==> src/rtl/core/bfns_pkg.sv <==
// Package for the bitmap next-set-bit search block: request and response
// transaction types, field widths, request codes and default sizes.
// No dependencies.
`timescale 1ns / 1ps
`default_nettype none

package bfns_pkg;

  // Fixed field widths of the transactions
  localparam int IDX_W  = 6;
  localparam int DATA_W = 64;
  localparam int POS_W  = 13;
  localparam int LSB_W  = 6;

  // Default geometry
  localparam int WORDS_DEF     = 64;
  localparam int WORD_BITS_DEF = 64;

  // Request codes
  localparam logic REQ_WRITE  = 1'b0;
  localparam logic REQ_SEARCH = 1'b1;

  typedef struct packed {
    logic              req_type;
    logic [IDX_W-1:0]  word_index;
    logic [DATA_W-1:0] word_data;
    logic [POS_W-1:0]  search_size;
    logic [POS_W-1:0]  start_offset;
  } req_t;

  typedef struct packed {
    logic [POS_W-1:0] found_position;
    logic             none_found;
  } rsp_t;

endpackage

`default_nettype wire

==> src/rtl/core/bfns_mem.sv <==
// Bitmap word store: one write port, one read port, registered read data.
// Depends on nothing.
`timescale 1ns / 1ps
`default_nettype none

module bfns_mem #(
  parameter int DEPTH = 64,
  parameter int WIDTH = 64,
  parameter int AW    = 6
) (
  input  wire logic             clk,
  input  wire logic             we,
  input  wire logic [AW-1:0]    waddr,
  input  wire logic [WIDTH-1:0] wdata,
  input  wire logic [AW-1:0]    raddr,
  output      logic [WIDTH-1:0] rdata
);

  logic [WIDTH-1:0] mem [DEPTH];

  always_ff @(posedge clk) begin
    if (we) begin
      mem[waddr] <= wdata;
    end
    rdata <= mem[raddr];
  end

endmodule

`default_nettype wire

==> src/rtl/core/bfns_lsb.sv <==
// Lowest-set-bit encoder over one bitmap word, six halving steps.
// Depends on bfns_pkg for the word and index widths.
`timescale 1ns / 1ps
`default_nettype none

module bfns_lsb (
  input  wire logic [bfns_pkg::DATA_W-1:0] word,
  output      logic [bfns_pkg::LSB_W-1:0]  idx
);

  import bfns_pkg::*;

  logic [DATA_W-1:0] t1, t2, t3, t4, t5;

  // Each step checks the low half of what is left and drops it when empty.
  always_comb begin
    idx[5] = (word[31:0] == 32'h0);
    t1     = idx[5] ? (word >> 32) : word;
    idx[4] = (t1[15:0] == 16'h0);
    t2     = idx[4] ? (t1 >> 16) : t1;
    idx[3] = (t2[7:0] == 8'h0);
    t3     = idx[3] ? (t2 >> 8) : t2;
    idx[2] = (t3[3:0] == 4'h0);
    t4     = idx[2] ? (t3 >> 4) : t3;
    idx[1] = (t4[1:0] == 2'h0);
    t5     = idx[1] ? (t4 >> 2) : t4;
    idx[0] = ~t5[0];
  end

endmodule

`default_nettype wire

==> src/rtl/core/bfns_seq.sv <==
// Request sequencer: takes writes into the word store, and walks the store
// one word per cycle for a search. Depends on bfns_pkg and bfns_lsb.
`timescale 1ns / 1ps
`default_nettype none

module bfns_seq #(
  parameter int WORDS     = bfns_pkg::WORDS_DEF,
  parameter int WORD_BITS = bfns_pkg::WORD_BITS_DEF,
  parameter int AW        = 6
) (
  input  wire logic                 clk,
  input  wire logic                 rst,
  input  wire logic                 start,
  input  wire bfns_pkg::req_t       req,
  output      logic                 busy,
  output      logic                 done,
  output      bfns_pkg::rsp_t       rsp,
  output      logic                 mem_we,
  output      logic [AW-1:0]        mem_waddr,
  output      logic [WORD_BITS-1:0] mem_wdata,
  output      logic [AW-1:0]        mem_raddr,
  input  wire logic [WORD_BITS-1:0] mem_rdata
);

  import bfns_pkg::*;

  // Offset split into word and bit: multiply by a scaled reciprocal, then
  // one compare and subtract fixes the quotient, which can be one short.
  localparam int SHIFT  = 20;
  localparam int RECIP  = (1 << SHIFT) / WORD_BITS;
  localparam int RW     = $clog2(RECIP + 1);
  localparam int PROD_W = POS_W + RW;
  localparam int QW     = $clog2(((1 << POS_W) - 1) / WORD_BITS + 2);
  localparam int BW     = $clog2(WORD_BITS);
  localparam int BASE_W = POS_W + 1;

  typedef enum logic [2:0] {
    S_IDLE,
    S_DIV,
    S_COR,
    S_SCAN,
    S_PICK
  } state_t;

  state_t               state;
  logic [POS_W-1:0]     size;
  logic [POS_W-1:0]     off;
  logic [PROD_W-1:0]    prod;
  logic [QW-1:0]        w;
  logic [BASE_W-1:0]    base;
  logic [BW-1:0]        bitoff;
  logic [WORD_BITS-1:0] mask;
  logic [WORD_BITS-1:0] hit_v;
  logic                 primed;

  logic [QW-1:0]        q_est;
  logic [BASE_W-1:0]    base_est;
  logic [BASE_W-1:0]    r_est;
  logic                 r_over;
  logic [QW-1:0]        q_fix;
  logic [BASE_W-1:0]    base_fix;
  logic [BW-1:0]        r_fix;
  logic [QW+AW-1:0]     w_ext;
  logic                 w_out;
  logic [WORD_BITS-1:0] v;
  logic                 hit;
  logic [BASE_W-1:0]    base_next;
  logic                 past_size;
  logic [LSB_W-1:0]     lsb_idx;
  logic [BASE_W-1:0]    pos;

  bfns_lsb u_lsb (
    .word (DATA_W'(hit_v)),
    .idx  (lsb_idx)
  );

  always_comb begin
    q_est     = QW'(prod >> SHIFT);
    base_est  = BASE_W'(q_est * WORD_BITS);
    r_est     = BASE_W'(off) - base_est;
    r_over    = (r_est >= BASE_W'(WORD_BITS));
    q_fix     = r_over ? (q_est + QW'(1)) : q_est;
    base_fix  = r_over ? (base_est + BASE_W'(WORD_BITS)) : base_est;
    r_fix     = r_over ? BW'(r_est - BASE_W'(WORD_BITS)) : BW'(r_est);
    w_ext     = (QW + AW)'(w);
    w_out     = (32'(w) >= WORDS);
    v         = mem_rdata & mask;
    hit       = (v != '0);
    base_next = base + BASE_W'(WORD_BITS);
    past_size = (base_next >= BASE_W'(size));
    pos       = base + BASE_W'(lsb_idx);
  end

  // Writes go straight to the store; busy keeps them out of a search, so a
  // read never overlaps a write to the same word.
  assign mem_we    = (state == S_IDLE) && start && (req.req_type == REQ_WRITE)
                     && (32'(req.word_index) < WORDS);
  assign mem_waddr = AW'(req.word_index);
  assign mem_wdata = req.word_data[WORD_BITS-1:0];
  assign mem_raddr = w_ext[AW-1:0];
  assign busy      = (state != S_IDLE);

  always_ff @(posedge clk) begin
    if (rst) begin
      state  <= S_IDLE;
      done   <= 1'b0;
      primed <= 1'b0;
    end else begin
      done <= 1'b0;
      case (state)
        S_IDLE: begin
          if (start && (req.req_type == REQ_SEARCH)) begin
            size <= req.search_size;
            off  <= req.start_offset;
            if (req.start_offset >= req.search_size) begin
              rsp.found_position <= req.search_size;
              rsp.none_found     <= 1'b1;
              done               <= 1'b1;
            end else begin
              state <= S_DIV;
            end
          end
        end
        S_DIV: begin
          prod  <= PROD_W'(32'(off) * RECIP);
          state <= S_COR;
        end
        S_COR: begin
          w      <= q_fix;
          base   <= base_fix;
          bitoff <= r_fix;
          primed <= 1'b0;
          state  <= S_SCAN;
        end
        S_SCAN: begin
          if (!primed) begin
            // First read issued this cycle; build the mask below the offset.
            if (w_out) begin
              rsp.found_position <= size;
              rsp.none_found     <= 1'b1;
              done               <= 1'b1;
              state              <= S_IDLE;
            end else begin
              mask   <= {WORD_BITS{1'b1}} << bitoff;
              w      <= w + QW'(1);
              primed <= 1'b1;
            end
          end else if (hit) begin
            hit_v <= v;
            state <= S_PICK;
          end else if (past_size || w_out) begin
            rsp.found_position <= size;
            rsp.none_found     <= 1'b1;
            done               <= 1'b1;
            state              <= S_IDLE;
          end else begin
            base <= base_next;
            mask <= {WORD_BITS{1'b1}};
            w    <= w + QW'(1);
          end
        end
        S_PICK: begin
          if (pos >= BASE_W'(size)) begin
            rsp.found_position <= size;
            rsp.none_found     <= 1'b1;
          end else begin
            rsp.found_position <= POS_W'(pos);
            rsp.none_found     <= 1'b0;
          end
          done  <= 1'b1;
          state <= S_IDLE;
        end
        default: begin
          state <= S_IDLE;
        end
      endcase
    end
  end

endmodule

`default_nettype wire

==> src/rtl/core/bitmap_find_next_set_bit_top.sv <==
// Top level of the bitmap next-set-bit search block: word store plus
// request sequencer. Depends on bfns_pkg, bfns_mem, bfns_seq.
//
// Channel   Direction  Handshake              Payload
// request   in         start high, busy low   req  (bfns_pkg::req_t)
// result    out        done high, one cycle   rsp  (bfns_pkg::rsp_t)
//
// A write transaction stores one word in the cycle it is accepted, gives no
// result and leaves busy low, so another transaction may follow at once.
// A search whose offset is at or past its length reports in the cycle after it is accepted.
// Any other search splits its offset (S_DIV, S_COR), walks the words (S_SCAN)
// and, when a walked word holds a set bit, picks that bit (S_PICK) before it
// reports. The walk covers no word when the offset word lies past the store,
// else one up to WORDS words, read through the single read port of the
// store one word per cycle; busy stays high meanwhile.
// Reset is synchronous and clears control state only; the store holds no
// defined value until written. The receiver cannot stall: done is a
// one-cycle strobe.
`timescale 1ns / 1ps
`default_nettype none

module bitmap_find_next_set_bit_top #(
  parameter int WORDS     = bfns_pkg::WORDS_DEF,
  parameter int WORD_BITS = bfns_pkg::WORD_BITS_DEF
) (
  input  wire logic           clk,
  input  wire logic           rst,
  input  wire logic           start,
  input  wire bfns_pkg::req_t req,
  output      logic           busy,
  output      logic           done,
  output      bfns_pkg::rsp_t rsp
);

  import bfns_pkg::*;

  // Word address width of the store; a single-word store still gets one bit.
  localparam int AW = (WORDS > 1) ? $clog2(WORDS) : 1;

  logic                 mem_we;
  logic [AW-1:0]        mem_waddr;
  logic [WORD_BITS-1:0] mem_wdata;
  logic [AW-1:0]        mem_raddr;
  logic [WORD_BITS-1:0] mem_rdata;

  // Bitmap words, with registered read data.
  bfns_mem #(
    .DEPTH (WORDS),
    .WIDTH (WORD_BITS),
    .AW    (AW)
  ) u_mem (
    .clk   (clk),
    .we    (mem_we),
    .waddr (mem_waddr),
    .wdata (mem_wdata),
    .raddr (mem_raddr),
    .rdata (mem_rdata)
  );

  // Decode transactions, split the offset, walk the words, pick the bit.
  bfns_seq #(
    .WORDS     (WORDS),
    .WORD_BITS (WORD_BITS),
    .AW        (AW)
  ) u_seq (
    .clk       (clk),
    .rst       (rst),
    .start     (start),
    .req       (req),
    .busy      (busy),
    .done      (done),
    .rsp       (rsp),
    .mem_we    (mem_we),
    .mem_waddr (mem_waddr),
    .mem_wdata (mem_wdata),
    .mem_raddr (mem_raddr),
    .mem_rdata (mem_rdata)
  );

endmodule

`default_nettype wire

==> config.mk <==
export PLATFORM = sky130hd
export DESIGN_NAME = bitmap_find_next_set_bit_top
export DESIGN_NICKNAME = d
export VERILOG_FILES = /design/src/rtl/core/bfns_pkg.sv /design/src/rtl/core/bfns_mem.sv /design/src/rtl/core/bfns_lsb.sv /design/src/rtl/core/bfns_seq.sv /design/src/rtl/core/bitmap_find_next_set_bit_top.sv
export SDC_FILE = /design/constraint.sdc
export NUM_CORES = 2
export LEC_CHECK = 0
export ABC_AREA = 1
export BUFFER_PORTS_ARGS = -buffer_cell sky130_fd_sc_hd__buf_2
export CORE_MARGIN = 1.5
export CORE_UTILIZATION = 55
export DETAILED_ROUTE_END_ITERATION = 8
export HOLD_SLACK_MARGIN = 0.02
export PLACE_DENSITY_LB_ADDON = 0.25
export SYNTH_ARGS = -nofsm -noshare
export SYNTH_HDL_FRONTEND = slang
export SYNTH_SLANG_ARGS = --single-unit
==> constraint.sdc <==
create_clock -name clk -period 7.8 [get_ports clk]
set_input_delay 1.56 -clock clk [delete_from_list [all_inputs] [get_ports clk]]
set_output_delay 1.56 -clock clk [all_outputs]
set_load 0.05 [all_outputs]
==> reports/qor.csv <==
stage;metric;value;unit
run_status;status;finished, final reports clean;
detailed_routing;vias;112000;
power;power_density;275;mW/mm2
floorplan;num_io_pins;116;
sta;relSlewSlack;0.0735;
detailed_routing;postRouteAntennaNets;0;
flow_run;drv_cap;0;
synthesis;ys_seq_area_frac;0.770;
sta;skew;0.0638;ns
power;switching_share;0.247;
floorplan;start_util;0.553;
synthesis;ys_types;49;
cells_and_area;area_delta_synth_final;12.0;%
grt;grt_antenna_before_repair;33;
setup_path;r2r_start;u_seq.hit_v[29];
synthesis;synth_top_cell_by_area;edfxtp_1;
sta;holdWs;0.405;ns
clock_tree;clk_latency;0.99;ns
clock_tree;ctsResizeCount;0;
sta;worst_slew_pin_slew;1.39;ns
setup_path;start_kind;register;
setup_path;worstRegToRegCells;36;
cells_and_area;num-nets-final;12500;
sta;rsz0062_at_grt;false;
grt;grt_usage;0.329;
power;clkPwrFrac;0.406;
floorplan;core.rowCount;203;
placement;io_buffer_count;115;
setup_path;cp-startpoint;u_seq.hit_v[29];
synthesis;synthArstFlopShare;0;
synthesis;synth_edf_count;4291;
power;power.internal;39.1;mW
grt;grt_pass1_vias;106000;
cells_and_area;finalNonFillerCells;16800;
power;finalPower;52.0;mW
floorplan;die_area;0.311;mm2
floorplan;die_w;558;um
detailed_routing;drt-total-wl;519;mm
clock_tree;cts_root_buf;clkbuf_16;
power;pwr-share-seq;0.505;
grt;grt_pass1_wl;740;mm
clock_tree;cts.path.max_buffers;4;
clock_tree;cts_hold_buf;0;
sta;tns;0;ns
grt;grt_overflow;0;
synthesis;syn_avg_cell_area;13.7;um2
placement;dp.cells;16000;
detailed_routing;wl_per_cell;30.8;um
synthesis;ys_ff_latch;4360;
power;p_leak;60.3;nW
synthesis;synth_nets;12500;
power;pwr-share-comb;0.089;
setup_path;cp_slowest_cell;nand3_1;
cells_and_area;drive_above_1_share;0.0902;
setup_path;cpMostUsedCell;nand2_1;
synthesis;synth_area_leaders;edfxtp_1 (76%), o21ai_0 (6.3%), nor2_1 (4.9%), o22ai_1 (2.3%), o221ai_1 (2.2%);
synthesis;netlist_area;0.169;mm2
synthesis;synth_common_cells;edfxtp_1 (4291), nor2_1 (2212), o21ai_0 (2129);
setup_path;crit_path_end;u_seq.rsp[12];
sta;drv_slew;0;
synthesis;yosysWarnings;0;
detailed_routing;first_pass_iters;8;
setup_path;rrSetupSlack;2.52;ns
hold_path;hold_path_class;register to register;
setup_path;path_class;register to register;
sta;period_needed;5.28;ns
setup_path;crit_arrival;5.94;ns
synthesis;synth_top_area_frac;0.762;
setup_path;cp_slowest_stage_delay;0.55;ns
sta;fin_crit_sh;0.677;
cells_and_area;fillCellCount;22300;
clock_tree;numCtsBuffers;433;
placement;dp_hpwl;279;mm
detailed_routing;drc;0;
synthesis;synth.most_common_cell;edfxtp_1;
clock_tree;post_cts_buffers;0;
sta;setup_viol;0;
clock_tree;tritoncts;done;
detailed_routing;via_per_inst;6.65;
power;p_sw;12.9;mW
synthesis;synthFlopType;edfxtp_1;
sta;hold_violations;0;
floorplan;coreArea;0.306;mm2
setup_path;cp-end-kind;register;
placement;postPlaceCellArea;0.175;mm2
clock_tree;cts.clk_slew.worst_paths;0.06;ns
cells_and_area;finalInstanceArea;0.189;mm2
clock_tree;htreeDepth;5;
setup_path;r2r_end;u_seq.rsp[12];
synthesis;syn_inst;12400;
detailed_routing;drt_iter0_drc;18200;
setup_path;crit_fanout;23;
sta;clock.fmax;0.189;GHz
floorplan;fp.dieH;558;um
placement;gp_congestion;0.881;
setup_path;crit_required;8.46;ns
grt;grt_max_degree;207;
power;peakVddDrop;242;uV
clock_tree;clock_sinks;4360;
## how the worst min path moves through the flow
stage | start | to | slack, ns | depth (start not counted)
2_1_floorplan | u_seq.off[0] | u_seq.bitoff[0] | 0.40 | 0
3_3_place_gp | u_seq.off[3] | u_seq.bitoff[3] | 0.42 | 0
3_5_place_dp | u_seq.off[4] | u_seq.bitoff[4] | 0.42 | 0
4_1_cts | u_seq.off[4] | u_seq.bitoff[4] | 0.40 | 0
5_1_grt | u_seq.off[4] | u_seq.bitoff[4] | 0.40 | 0
6_report | u_seq.off[4] | u_seq.bitoff[4] | 0.40 | 0
## metal layers
layer / wire, um / GRT usage / vias up / share of wire
met5: 150 / 0 / - / 0.00029
met4: 28100 / 0.157 / 22 / 0.054
met3: 65700 / 0.0676 / 1279 / 0.13
met2: 233000 / 0.497 / 8023 / 0.45
met1: 192000 / 0.459 / 55800 / 0.37
li1: - / - / 46800 / -
## cells in the final DEF (no fill, tap or decap), types with 200 or more instances in the layout
master / count
buf_4: 230
clkbuf_16: 434
edfxtp_1: 4291
inv_1: 200
nand2_1: 630
nand3_1: 317
nor2_1: 2146
o21ai_0: 2129
o221ai_1: 417
o22ai_1: 620
## flip-flops by register name, summed over array words and instances (netlist names), 8 cells and up
signal	cells
u_seq.off	13
u_mem.rdata	64
u_seq.mask	63
u_mem.mem	4096
u_seq.w	8
u_seq.size	13
u_seq.base	8
u_seq.hit_v	63
u_seq.rsp	14
## critical path, delay by kind of cell, from the launching register on
kind / cells / cell delay, ns
buf+inv: 6 / 0.88
compound gates: 5 / 0.57
simple gates: 24 / 2.82
fa+ha+maj: 1 / 0.28
flops: 1 / 0.40
## cells by family after synthesis
group                    Yosys count  synth area share
multiplexers                       8          0.000473
XOR/XNOR                           7          0.000362
buffers and inverters           1089            0.0244
AO/OA/AOI/OAI                   3624             0.125
adder cells (fa/ha/maj)           44           0.00330
AND/OR/NAND/NOR                 3256            0.0761
flip-flops                      4360             0.770
## power groups by stage
stage	combinational, mW	clock [mW]	sequential [mW]
finish	4.65	21.1	26.2
global route	4.92	22.1	26.2
CTS	4.54	21.2	26.2
detailed placement	4.52	0	26.7
global placement	4.41	0	26.7
floorplan	2.51	0	26.5
## metrics by stage
stage,utilization,worst slack [ns]
floorplan,-,2.01
global placement,0.572,2.12
detailed placement,0.572,2.43
CTS,0.619,2.42
global route,0.619,1.78
finish,0.620,2.52
## area by class of cell
class	count	area, um2	area share
flip-flops and latches	4360	130000	0.687
multi-input cells	6939	35300	0.186
clock buffers	556	11600	0.0612
well taps	4100	5130	0.0271
repair buffers	398	3360	0.0178
clock inverters	256	2930	0.0154
inverters	212	838	0.00442
diodes	15	37.5	0.000198
No activity file was read; power rests on OpenSTA's default activity.
